### config.mk
export PLATFORM = sky130hd
export DESIGN_NAME = animation_frame_selector
export DESIGN_NICKNAME = d
export VERILOG_FILES = /design/src/afs_pkg.sv /design/src/afs_rem_unit.sv /design/src/afs_step_table.sv /design/src/animation_frame_selector.sv
export SDC_FILE = /design/constraint.sdc
export NUM_CORES = 2
export LEC_CHECK = 0
export BUFFER_PORTS_ARGS = -buffer_cell sky130_fd_sc_hd__clkbuf_2
export CAP_MARGIN = 10
export CORE_MARGIN = 8
export CORE_UTILIZATION = 27
export CTS_BUF_LIST = sky130_fd_sc_hd__clkbuf_4 sky130_fd_sc_hd__clkbuf_8 sky130_fd_sc_hd__clkbuf_16
export CTS_CLUSTER_DIAMETER = 40
export DETAILED_ROUTE_END_ITERATION = 6
export SLEW_MARGIN = 20
export SYNTH_ARGS = -nofsm -noshare
export SYNTH_HDL_FRONTEND = slang
export SYNTH_SLANG_ARGS = --single-unit
### constraint.sdc
create_clock -name clk -period 8.1 [get_ports clk]
set_input_delay 1.62 -clock clk [delete_from_list [all_inputs] [get_ports clk]]
set_output_delay 1.62 -clock clk [all_outputs]
set_load 0.05 [all_outputs]
### src/afs_pkg.sv
// Package for the animation frame selector: word types, field widths,
// mode and register index codes, and the shared remainder unit's control word.
// No dependencies.
package afs_pkg;

	localparam int TIME_W      = 48;
	localparam int DUR_W       = 32;
	localparam int FRAME_W     = 6;
	localparam int SIDX_W      = 6;
	localparam int CNT_W       = 7;
	localparam int CFG_IDX_W   = 2;
	localparam int CFG_DATA_W  = 48;

	localparam logic MODE_WRITE = 1'b0;
	localparam logic MODE_QUERY = 1'b1;

	localparam logic [CFG_IDX_W-1:0] CFG_START_MS    = 2'd0;
	localparam logic [CFG_IDX_W-1:0] CFG_FRAME_COUNT = 2'd1;
	localparam logic [CFG_IDX_W-1:0] CFG_STEP_COUNT  = 2'd2;

	typedef struct packed {
		logic               mode;
		logic [SIDX_W-1:0]  step_index;
		logic [DUR_W-1:0]   step_duration_ms;
		logic [FRAME_W-1:0] step_frame;
		logic [TIME_W-1:0]  now_ms;
	} in_word_t;

	typedef struct packed {
		logic               frame_valid;
		logic [FRAME_W-1:0] frame_number;
	} out_word_t;

	typedef enum logic [1:0] {
		REM_HOLD,
		REM_CLEAR,
		REM_MOD,
		REM_WALK
	} rem_op_t;

	typedef struct packed {
		rem_op_t op;
		logic    dividend_bit;
	} rem_ctrl_t;

endpackage

### src/afs_rem_unit.sv
// Shared conditional-subtract unit that holds the running remainder.
// Serves both the restoring modulo steps and the step-table walk.
// Depends on afs_pkg.
module afs_rem_unit import afs_pkg::*; #(
	parameter int TOT_W = 38
) (
	input  logic             clk,
	input  logic             arst_n,
	input  rem_ctrl_t        ctrl,
	input  logic [TOT_W-1:0] total,
	input  logic [DUR_W-1:0] dur,
	output logic             ge
);

	logic [TOT_W-1:0] rem_q;
	logic [TOT_W:0]   op_a;
	logic [TOT_W:0]   op_b;
	logic [TOT_W:0]   diff;

	// A modulo step shifts in the next dividend bit and compares against the
	// total; a walk step compares the remainder against one step duration.
	always_comb begin
		if (ctrl.op == REM_MOD) begin
			op_a = {rem_q, ctrl.dividend_bit};
			op_b = {1'b0, total};
		end else begin
			op_a = {1'b0, rem_q};
			op_b = {{(TOT_W + 1 - DUR_W){1'b0}}, dur};
		end
		diff = op_a - op_b;
		ge   = (op_a >= op_b);
	end

	always_ff @(posedge clk or negedge arst_n) begin
		if (!arst_n) begin
			rem_q <= '0;
		end else begin
			case (ctrl.op)
				REM_CLEAR: rem_q <= '0;
				REM_MOD,
				REM_WALK:  rem_q <= ge ? diff[TOT_W-1:0] : op_a[TOT_W-1:0];
				default:   rem_q <= rem_q;
			endcase
		end
	end

endmodule

### src/afs_step_table.sv
// Step table memory: one duration and one frame number per entry.
// One write port and one read port with registered read data. Depends on afs_pkg.
module afs_step_table import afs_pkg::*; #(
	parameter int MAX_STEPS = 64,
	parameter int IDX_W     = 6
) (
	input  logic               clk,
	input  logic               wr_en,
	input  logic [IDX_W-1:0]   wr_addr,
	input  logic [DUR_W-1:0]   wr_dur,
	input  logic [FRAME_W-1:0] wr_frame,
	input  logic [IDX_W-1:0]   rd_addr,
	output logic [DUR_W-1:0]   rd_dur,
	output logic [FRAME_W-1:0] rd_frame
);

	logic [DUR_W-1:0]   dur_mem   [MAX_STEPS];
	logic [FRAME_W-1:0] frame_mem [MAX_STEPS];

	always_ff @(posedge clk) begin
		if (wr_en) begin
			dur_mem[wr_addr]   <= wr_dur;
			frame_mem[wr_addr] <= wr_frame;
		end
		rd_dur   <= dur_mem[rd_addr];
		rd_frame <= frame_mem[rd_addr];
	end

endmodule

### src/animation_frame_selector.sv
// Top level of the animation frame selector: configuration registers, sequencer,
// running total and output register. Instantiates afs_step_table and afs_rem_unit;
// depends on afs_pkg.
//
//   Channel | Direction | Handshake              | Word
//   --------+-----------+------------------------+-----------------------------
//   in      | into      | in_valid / in_stall    | in_word_t  (write or query)
//   out     | out of    | out_valid / out_stall  | out_word_t (one per query)
//   cfg     | into      | cfg_we, no back-press. | cfg_index, cfg_data
//
// After reset the block clears the step table, one entry a cycle, holding in_stall
// high; configuration writes are taken meanwhile. A write word reads the old
// duration, subtracts it from the running total, adds the new one and writes the
// entry. A query runs the modulo loop (one dividend bit per cycle through the
// shared subtractor), then walks the steps through S_WALK_WAIT and S_WALK_CMP for
// the table's registered read. A query with no frames or no steps goes straight to
// S_FIN, and one before the start time or with a zero total skips the modulo loop.
// The block takes one word at a time; a finished result waits in the output
// register, so a stalled output holds only a block that has a new result.
module animation_frame_selector import afs_pkg::*; #(
	parameter int MAX_STEPS  = 64,
	parameter int MAX_FRAMES = 64
) (
	input  logic                  clk,
	input  logic                  arst_n,
	input  logic                  in_valid,
	output logic                  in_stall,
	input  in_word_t              in_word,
	output logic                  out_valid,
	input  logic                  out_stall,
	output out_word_t             out_word,
	input  logic                  cfg_we,
	input  logic [CFG_IDX_W-1:0]  cfg_index,
	input  logic [CFG_DATA_W-1:0] cfg_data
);

	localparam int IDX_W     = (MAX_STEPS > 1) ? $clog2(MAX_STEPS) : 1;
	// The total of all durations needs room for MAX_STEPS full 32-bit values.
	localparam int TOT_W     = DUR_W + $clog2(MAX_STEPS);
	localparam int MOD_CNT_W = $clog2(TIME_W + 1);

	typedef enum logic [3:0] {
		S_CLEAR,
		S_IDLE,
		S_MOD,
		S_WALK_WAIT,
		S_WALK_CMP,
		S_FIN,
		S_WR_RD,
		S_WR_SUB,
		S_WR_ADD
	} state_t;

	state_t                 state_q;
	logic [TIME_W-1:0]      start_q;
	logic [CNT_W-1:0]       frame_count_q;
	logic [CNT_W-1:0]       step_count_q;
	logic [TOT_W-1:0]       total_q;
	logic [TIME_W-1:0]      diff_q;
	logic [MOD_CNT_W-1:0]   cnt_q;
	logic [IDX_W-1:0]       step_q;
	logic [IDX_W-1:0]       idx_q;
	logic [DUR_W-1:0]       dur_q;
	logic [FRAME_W-1:0]     frame_q;
	out_word_t              res_q;
	logic                   out_valid_q;
	out_word_t              out_word_q;

	logic [CNT_W-1:0]       nframes;
	logic [CNT_W-1:0]       nsteps;
	logic                   more_steps;
	logic                   idx_in_range;
	logic [31:0]            idx_ext;

	logic                   tbl_we;
	logic [IDX_W-1:0]       tbl_waddr;
	logic [DUR_W-1:0]       tbl_wdur;
	logic [FRAME_W-1:0]     tbl_wframe;
	logic [IDX_W-1:0]       tbl_raddr;
	logic [DUR_W-1:0]       tbl_rdur;
	logic [FRAME_W-1:0]     tbl_rframe;

	rem_ctrl_t              rem_ctrl;
	logic                   rem_ge;

	// Configuration registers. The user must write them only while the block is idle; the block does not enforce it.
	always_ff @(posedge clk or negedge arst_n) begin
		if (!arst_n) begin
			start_q       <= '0;
			frame_count_q <= '0;
			step_count_q  <= '0;
		end else if (cfg_we) begin
			case (cfg_index)
				CFG_START_MS:    start_q       <= cfg_data[TIME_W-1:0];
				CFG_FRAME_COUNT: frame_count_q <= cfg_data[CNT_W-1:0];
				CFG_STEP_COUNT:  step_count_q  <= cfg_data[CNT_W-1:0];
				default:         start_q       <= start_q;
			endcase
		end
	end

	// Counts above the table or frame limits act as the limits.
	assign nframes = (32'(frame_count_q) > MAX_FRAMES) ? CNT_W'(MAX_FRAMES) : frame_count_q;
	assign nsteps  = (32'(step_count_q) > MAX_STEPS) ? CNT_W'(MAX_STEPS) : step_count_q;

	// The walk may go on only while a later step is in use.
	assign more_steps = (32'(step_q) + 32'd1) < 32'(nsteps);

	assign idx_ext      = 32'(in_word.step_index);
	assign idx_in_range = idx_ext < MAX_STEPS;

	// Table port selection. The clearing pass after reset reuses the step counter.
	always_comb begin
		tbl_we     = (state_q == S_CLEAR) || (state_q == S_WR_ADD);
		tbl_waddr  = (state_q == S_CLEAR) ? step_q : idx_q;
		tbl_wdur   = (state_q == S_CLEAR) ? '0 : dur_q;
		tbl_wframe = (state_q == S_CLEAR) ? '0 : frame_q;
		tbl_raddr  = (state_q == S_WR_RD) ? idx_q : step_q;
	end

	// Shared unit control: clear on a query, one modulo bit per cycle, then one
	// conditional subtract per step of the walk.
	always_comb begin
		rem_ctrl.op           = REM_HOLD;
		rem_ctrl.dividend_bit = diff_q[TIME_W-1];
		case (state_q)
			S_IDLE: begin
				if (in_valid && in_word.mode == MODE_QUERY) begin
					rem_ctrl.op = REM_CLEAR;
				end
			end
			S_MOD: begin
				rem_ctrl.op = REM_MOD;
			end
			S_WALK_CMP: begin
				if (more_steps) begin
					rem_ctrl.op = REM_WALK;
				end
			end
			default: begin
				rem_ctrl.op = REM_HOLD;
			end
		endcase
	end

	always_ff @(posedge clk or negedge arst_n) begin
		if (!arst_n) begin
			state_q     <= S_CLEAR;
			total_q     <= '0;
			diff_q      <= '0;
			cnt_q       <= '0;
			step_q      <= '0;
			idx_q       <= '0;
			dur_q       <= '0;
			frame_q     <= '0;
			res_q       <= '0;
			out_valid_q <= 1'b0;
			out_word_q  <= '0;
		end else begin
			// The output register loads from the final state and empties when taken.
			if (state_q == S_FIN && (!out_valid_q || !out_stall)) begin
				out_valid_q <= 1'b1;
			end else if (out_valid_q && !out_stall) begin
				out_valid_q <= 1'b0;
			end
			case (state_q)
				S_CLEAR: begin
					if (32'(step_q) == MAX_STEPS - 1) begin
						step_q  <= '0;
						state_q <= S_IDLE;
					end else begin
						step_q <= step_q + IDX_W'(1);
					end
				end
				S_IDLE: begin
					if (in_valid) begin
						if (in_word.mode == MODE_QUERY) begin
							step_q <= '0;
							if (nframes == '0 || nsteps == '0) begin
								res_q   <= '0;
								state_q <= S_FIN;
							end else if (in_word.now_ms < start_q || total_q == '0) begin
								// The remainder stays zero, so the walk starts at step 0.
								state_q <= S_WALK_WAIT;
							end else begin
								diff_q  <= in_word.now_ms - start_q;
								cnt_q   <= MOD_CNT_W'(TIME_W);
								state_q <= S_MOD;
							end
						end else if (idx_in_range) begin
							idx_q   <= idx_ext[IDX_W-1:0];
							dur_q   <= (in_word.step_duration_ms == '0) ? DUR_W'(1)
							           : in_word.step_duration_ms;
							frame_q <= in_word.step_frame;
							state_q <= S_WR_RD;
						end
					end
				end
				S_MOD: begin
					diff_q <= {diff_q[TIME_W-2:0], 1'b0};
					cnt_q  <= cnt_q - MOD_CNT_W'(1);
					if (cnt_q == MOD_CNT_W'(1)) begin
						state_q <= S_WALK_WAIT;
					end
				end
				S_WALK_WAIT: begin
					state_q <= S_WALK_CMP;
				end
				S_WALK_CMP: begin
					if (more_steps && rem_ge) begin
						step_q  <= step_q + IDX_W'(1);
						state_q <= S_WALK_WAIT;
					end else begin
						res_q.frame_valid  <= {1'b0, tbl_rframe} < nframes;
						res_q.frame_number <= tbl_rframe;
						state_q            <= S_FIN;
					end
				end
				S_FIN: begin
					if (!out_valid_q || !out_stall) begin
						out_word_q <= res_q;
						state_q    <= S_IDLE;
					end
				end
				S_WR_RD: begin
					state_q <= S_WR_SUB;
				end
				S_WR_SUB: begin
					total_q <= total_q - TOT_W'(tbl_rdur);
					state_q <= S_WR_ADD;
				end
				S_WR_ADD: begin
					total_q <= total_q + TOT_W'(dur_q);
					state_q <= S_IDLE;
				end
				default: begin
					state_q <= S_IDLE;
				end
			endcase
		end
	end

	assign in_stall  = (state_q != S_IDLE);
	assign out_valid = out_valid_q;
	assign out_word  = out_word_q;

	afs_step_table #(
		.MAX_STEPS (MAX_STEPS),
		.IDX_W     (IDX_W)
	) u_table (
		.clk      (clk),
		.wr_en    (tbl_we),
		.wr_addr  (tbl_waddr),
		.wr_dur   (tbl_wdur),
		.wr_frame (tbl_wframe),
		.rd_addr  (tbl_raddr),
		.rd_dur   (tbl_rdur),
		.rd_frame (tbl_rframe)
	);

	afs_rem_unit #(
		.TOT_W (TOT_W)
	) u_rem (
		.clk    (clk),
		.arst_n (arst_n),
		.ctrl   (rem_ctrl),
		.total  (total_q),
		.dur    (tbl_rdur),
		.ge     (rem_ge)
	);

endmodule

* Word-level counts from Yosys, hierarchy flattened *
Memory sizes are Yosys's and may differ from the RTL's. A register that Yosys moved wholly into a read port is not among the register bits.
Cells that the tools add are included.

storage, ports and cells
  bits in registers = 261
  RAM bits = 2,432
  input port bits = 148
  output and inout bits = 9
  memories kept = 2

operators by class
  $add $sub $neg = 7
  order comparisons = 7
  eq/ne operators = 27
  multiplexer cells = 49
  bitwise logic cells = 1
  reductions and logical operators = 32

memories
  memory             depth  bits a word  read ports  clocked after memory_dff  write ports  RTL line              RTL
  u_table.dur_mem    64     32           1           1                         1            afs_step_table.sv:17  logic [DUR_W-1:0] dur_mem [MAX_STEPS];
  u_table.frame_mem  64     6            1           1                         1            afs_step_table.sv:18  logic [FRAME_W-1:0] frame_mem [MAX_STEPS];

operators with widths
  operator                                                         count
  48-bit 2-to-1 mux                                                4
  38-bit case mux with 2 select lines                              2
  48-bit case mux with 2 select lines                              1
  38-bit 2-to-1 mux                                                2
  6-bit 2-to-1 mux                                                 11
  32-bit 2-to-1 mux                                                2
  48-bit < comparator                                              1
  48-bit subtractor                                                1
  7-bit 2-to-1 mux                                                 6
  39-bit by 38-bit greater-or-equal comparator with 1-bit output   1
  39-bit 2-to-1 mux                                                1
  38-bit by 32-bit adder with 38-bit output                        1
  38-bit zero test                                                 1
  38-bit by 32-bit subtractor with 38-bit output                   1
  38-bit subtractor                                                1
  32-bit zero test                                                 1
  4-bit case mux with 8 select lines                               1
  4-bit 2-to-1 mux                                                 6
  6-bit case mux with 3 select lines                               1
  4-bit by 3-bit == test with 1-bit output, second input constant  4
  2-bit inequality test, second input constant                     8
  5-bit AND reduction                                              3
  7-bit greater-than comparator, second input constant             2
  7-bit zero test                                                  2
  other kinds (33)                                                 59

* Logic depth before layout (Yosys ltp) *
  depth in word-level cells = 11
  depth in mapped cells = 23

* Hierarchy *
A second synthesis with hierarchy kept.

unflattened totals
  cells, all modules = 6,392
  area total of the unflattened synthesis = 113,528.9 µm²

modules (own cells, without submodules)
  module                    times used  cells an instance  area an instance (µm²)  sequential area each (µm²)
  afs_step_table            1           3,967              92,915.4                73,790.8
  animation_frame_selector  1           1,795              15,483.6                5,580.4
  afs_rem_unit              1           630                5,129.9                 950.9

* Worst setup path after synthesis *
OpenSTA, ideal clock, no wires.

  kind = register to register
  start = register state_q[0]
  end = memory u_table.dur_mem[61][0] (enable)
  arrival = 5.601 ns
  data required time = 7.572 ns
  path slack = 1.971 ns
  stages on the path, launching flop included = 9
  clock period less this slack = 6.129 ns
  cell sequence = dfrtp_1 buf_2 nor4_1 clkbuf_1 clkbuf_1 nand3_1 o21ai_0 nand3_1 nor4_1

on the way
  longest elaborated chain between the ends = 4

RTL lines
  element                                                  RTL line                                                          RTL
  from (decl)                                              animation_frame_selector.sv:54                                    state_t state_q;
  from (signal assigned)                                   animation_frame_selector.sv:148                                   state_q <= S_CLEAR;
  from (signal assigned)                                   animation_frame_selector.sv:170                                   state_q <= S_IDLE;
  from (signal assigned)                                   animation_frame_selector.sv:181                                   state_q <= S_FIN;
  4-bit == test / 4-bit zero test (equally long branches)  animation_frame_selector.sv:114, animation_frame_selector.sv:115
  1-bit logical OR                                         animation_frame_selector.sv:114                                   tbl_we = (state_q == S_CLEAR) || (state_q == S_WR_ADD);
  1-bit 2-to-1 mux                                         afs_step_table.sv:21                                              if (wr_en) begin
  1-bit 2-to-1 mux (not written as such)                   afs_step_table.sv:22                                              dur_mem[wr_addr] <= wr_dur;
  to (decl)                                                afs_step_table.sv:17

Several ways; a longest one is shown, not always the timed one.

* Worst setup path in the final report *
  start = register state_q[0]
  end = register step_q[5]

on the way
  longest elaborated chain between the ends = 8

RTL lines
  element                                                                 RTL line                                                          RTL
  4-bit by 3-bit == test with 1-bit output, or another cell as far along  animation_frame_selector.sv:126, animation_frame_selector.sv:166
  2-bit case mux with 3 select lines                                      animation_frame_selector.sv:126                                   case (state_q)
  2-bit == test                                                           afs_rem_unit.sv:23                                                if (ctrl.op == REM_MOD) begin
  39-bit 2-to-1 mux / 38-bit 2-to-1 mux (equally long branches)           afs_rem_unit.sv:23
  39-bit by 38-bit greater-or-equal comparator with 1-bit output          afs_rem_unit.sv:31                                                ge = (op_a >= op_b);
  1-bit logical AND                                                       animation_frame_selector.sv:210                                   if (more_steps && rem_ge) begin
  2-bit inequality test (no source line)                                  -
  4-bit AND reduction (no source line)                                    -
  to (signal assigned)                                                    animation_frame_selector.sv:172                                   step_q <= step_q + IDX_W'(1);
  to (signal assigned)                                                    animation_frame_selector.sv:211                                   step_q <= step_q + IDX_W'(1);
  to (decl)                                                               animation_frame_selector.sv:61                                    logic [IDX_W-1:0] step_q;

Several ways; a longest one is shown, not always the timed one.
A chain may end at the register's enable or synchronous reset.

==> impl_metrics.toml <==
[run_status]
status = "complete, no violations"

[critical_path]
cp-start-kind = "flop"
crit_arrival_ns = 6.47
worstSetupPathType = "flop to flop"
path_max_fanout = 104
required_ns = 8.81
crit_path_end_kind = "flop"

[logic_synthesis]
syn_inst = 6781
ys_ff_latch = 2731
synth_edf_count = 2432
ys_async_sr_fraction_pct = 9.557
synth.avg_cell_area_um2 = 16.81
yosysSeqAreaShare_pct = 70.45
synthFlopType = "edfxtp_1"
synth_cell_types = 82
syn-cell-area_um2 = 114000
syn_nets = 7070
ys_warn_count = 0

[clocking]
root_buffer = "clkbuf_16"
cts_tree = "built"
numCtsBuffers = 385
clockBufferDepth = 4
hold_buffers = 0
htree_levels = 5
worst_skew_pair.late_latency_ns = 0.90
post_cts_buffers = 0
clk_pin_slew_worst_paths_ns = 0.05
cts-resized-gates = 0
cts_sinks = 2731

[route]
first_pass_iters = 6
ant_nets = 0
met2WireLength_mm = 147.4
wl_per_cell_um = 23.55
routed.top_layer = "met5"
wirelength_mm = 308.6
num_vias = 64610
drc = 0
m1WireLength_mm = 130.0
vias_per_cell = 4.929
dr_wl_met3_mm = 24.38
drt_iter0_markers = 6604

[pwr]
totalPowerFinal_uw = 54800
p_leak_uw = 0.04611
ir_drop_mv = 0.2667
p_per_area_nw_per_um2 = 401.2

[placement]
globalplace.congestion = 0.8222
dpl-instance-area_um2 = 123000
dp_hpwl_mm = 181.4
placed_cells = 12380
portBuffers = 156

[timing]
rsz0062_at_grt = "false"
period_needed_ns = 5.764
hold_viol = 0
drv_slew = 0
fin_crit_sh_pct = 71.15
setup_tns_ns = 0
slew_headroom_pct = 21.28
finalSetupViolCount = 0
worst_pin_slew_ns = 1.174
fin_skew_ns = 0.1075
max_freq_ghz = 0.1735

[global_route]
antenna_found_initial = 12
grt_max_degree = 135
grt_pass1_vias = 65290
grt_use_total_pct = 13.35
grt_pass1_wl_mm = 448.2
grt_overflow = 0

[flow_run]
maxCapViolCount = 0

[layout]
nets = 7430
drive_gt1_share_pct = 25.03
final_cell_area_um2 = 136600
layout_commonest_cell = "edfxtp_1"
area.growth.synth_to_final_pct = 19.81
final_cell_mix = "edfxtp_1, nand2_1, mux4_2, clkbuf_16, a21oi_1"
fin_cells = 13110

[floorplan]
initial_core_util_pct = 27.11
die_y_um = 665.8
io_pins = 157
fp-row-count = 238
core_um2 = 420500
die_area_um2 = 443300
fp.dieW_um = 665.8

[min_path]
hold_class = "flop to flop"
[cell families after synthesis]
kind of cell	count (synthesis)	synth area share (%)
AO/OA/AOI/OAI	1095	6.215
XOR/XNOR	131	1.006
adder cells (fa/ha/maj)	141	1.567
buffers and inverters	472	1.697
flip-flops	2731	70.45
multiplexers	731	13.17
AND/OR/NAND/NOR	1480	5.892
[routing by layer]
layer / GRT usage [%] / vias to the layer above
met4: 3.124 / 4
li1: - / 27760
met2: 21.99 / 2564
met5: 0 / -
met1: 18.20 / 33840
met3: 2.625 / 444
[state kept, by name, indices dropped and copies added (netlist names), 6 cells and up]
name / flops
u_table.dur_mem: 2048
u_table.frame_mem: 384
diff_q: 48
start_q: 48
total_q: 38
u_rem.rem_q: 38
dur_q: 32
u_table.rd_dur: 32
frame_count_q: 7
out_word: 7
res_q: 7
step_count_q: 7
cnt_q: 6
frame_q: 6
idx_q: 6
step_q: 6
u_table.rd_frame: 6
[path summary, 6_finish.rpt]
kind / startpoint / end / slack [ns] / cells after the start
min in group asynchronous: arst_n / start_q[36]$_DFFE_PN0P_ / 0.65 / 1
hold reg to reg: diff_q[37]$_DFFE_PN0P_ / diff_q[38]$_DFFE_PN0P_ / 0.47 / 2
hold / removal: diff_q[37]$_DFFE_PN0P_ / diff_q[38]$_DFFE_PN0P_ / 0.47 / 2
max in group asynchronous: arst_n / total_q[4]$_DFFE_PN0P_ / 5.73 / 3
setup reg to reg: state_q[0]$_DFFE_PN0P_ / step_q[5]$_DFFE_PN0P_ / 2.34 / 16
setup / recovery: state_q[0]$_DFFE_PN0P_ / step_q[5]$_DFFE_PN0P_ / 2.34 / 16
[cells in the mapped netlist, types with 7 or more instances]
cell	n	area (um2)
nor2_1	242	908.4
o21ai_0	205	1026
a22o_1	8	70.07
nand4_1	22	137.6
or3_1	20	125.1
a21oi_1	271	1356
nand3_1	72	360.4
xor2_1	61	534.3
o31ai_1	14	105.1
mux2_2	72	810.8
nor2b_1	53	331.6
buf_4	13	97.59
buf_2	77	385.4
a211oi_1	198	1486
clkbuf_1	269	1010
o211ai_1	7	52.55
nand2b_1	31	193.9
o21a_1	24	180.2
o21bai_1	13	97.59
ha_1	138	1727
nand3b_1	11	82.58
a311oi_1	79	691.9
inv_1	85	319.1
buf_1	24	90.09
dfxtp_1	38	760.7
xnor2_1	70	613.1
and3_1	19	118.9
nor4_1	29	181.4
mux4_2	608	13690
nand2_1	748	2808
mux2i_1	51	510.5
edfxtp_1	2432	73030
dfrtp_1	261	6531
a31o_2	7	61.31
and2_1	163	1020
nor3_1	39	195.2
a21o_1	80	600.6
a31oi_1	126	788.3
[area by class of cell]
| cell class | count | area (um2) |
|---|---|---|
| diodes | 4 | 10.01 |
| well taps | 5640 | 7057 |
| multi-input cells | 3578 | 32660 |
| clock inverters | 267 | 3047 |
| repair buffers | 360 | 2908 |
| flip-flops and latches | 2731 | 80320 |
| clock buffers | 443 | 10270 |
| inverters | 85 | 319.1 |
| fillers | 40210 | 283900 |
[power breakdown]
group / switching, uW / internal (uW) / total (uW)
Combinational: 11100 / 6590 / 17700
Sequential: 1160 / 18900 / 20100
Clock: 6410 / 10700 / 17100
Total: 18600 / 36200 / 54800
[worst max-delay path, cell delays in order, from the launching register on]
cell and delay (ns):
dfrtp_1 0.49, nand2b_1 0.32, nor3_2 0.24, buf_12 0.48
mux2i_1 0.21, ha_1 0.49, nand2_1 0.11, nor2_1 0.17
nand4_1 0.15, or4_1 0.49, o32a_1 0.39, a2111oi_2 0.56
or2_1 0.43, buf_4 0.33, a21oi_4 0.16, or2_1 0.29
a22o_1 0.24
[metrics by stage]
step                util (%)  hold WS, ns  worst slack [ns]
floorplan                  -       0.4460             1.971
finish                 32.49       0.4740             2.336
detailed placement     29.26       0.4645             2.349
global placement       29.19       0.4678             2.343
global route           32.48       0.4931             2.080
CTS                    32.43       0.4766             2.387
(Power assumes the default switching activity.)
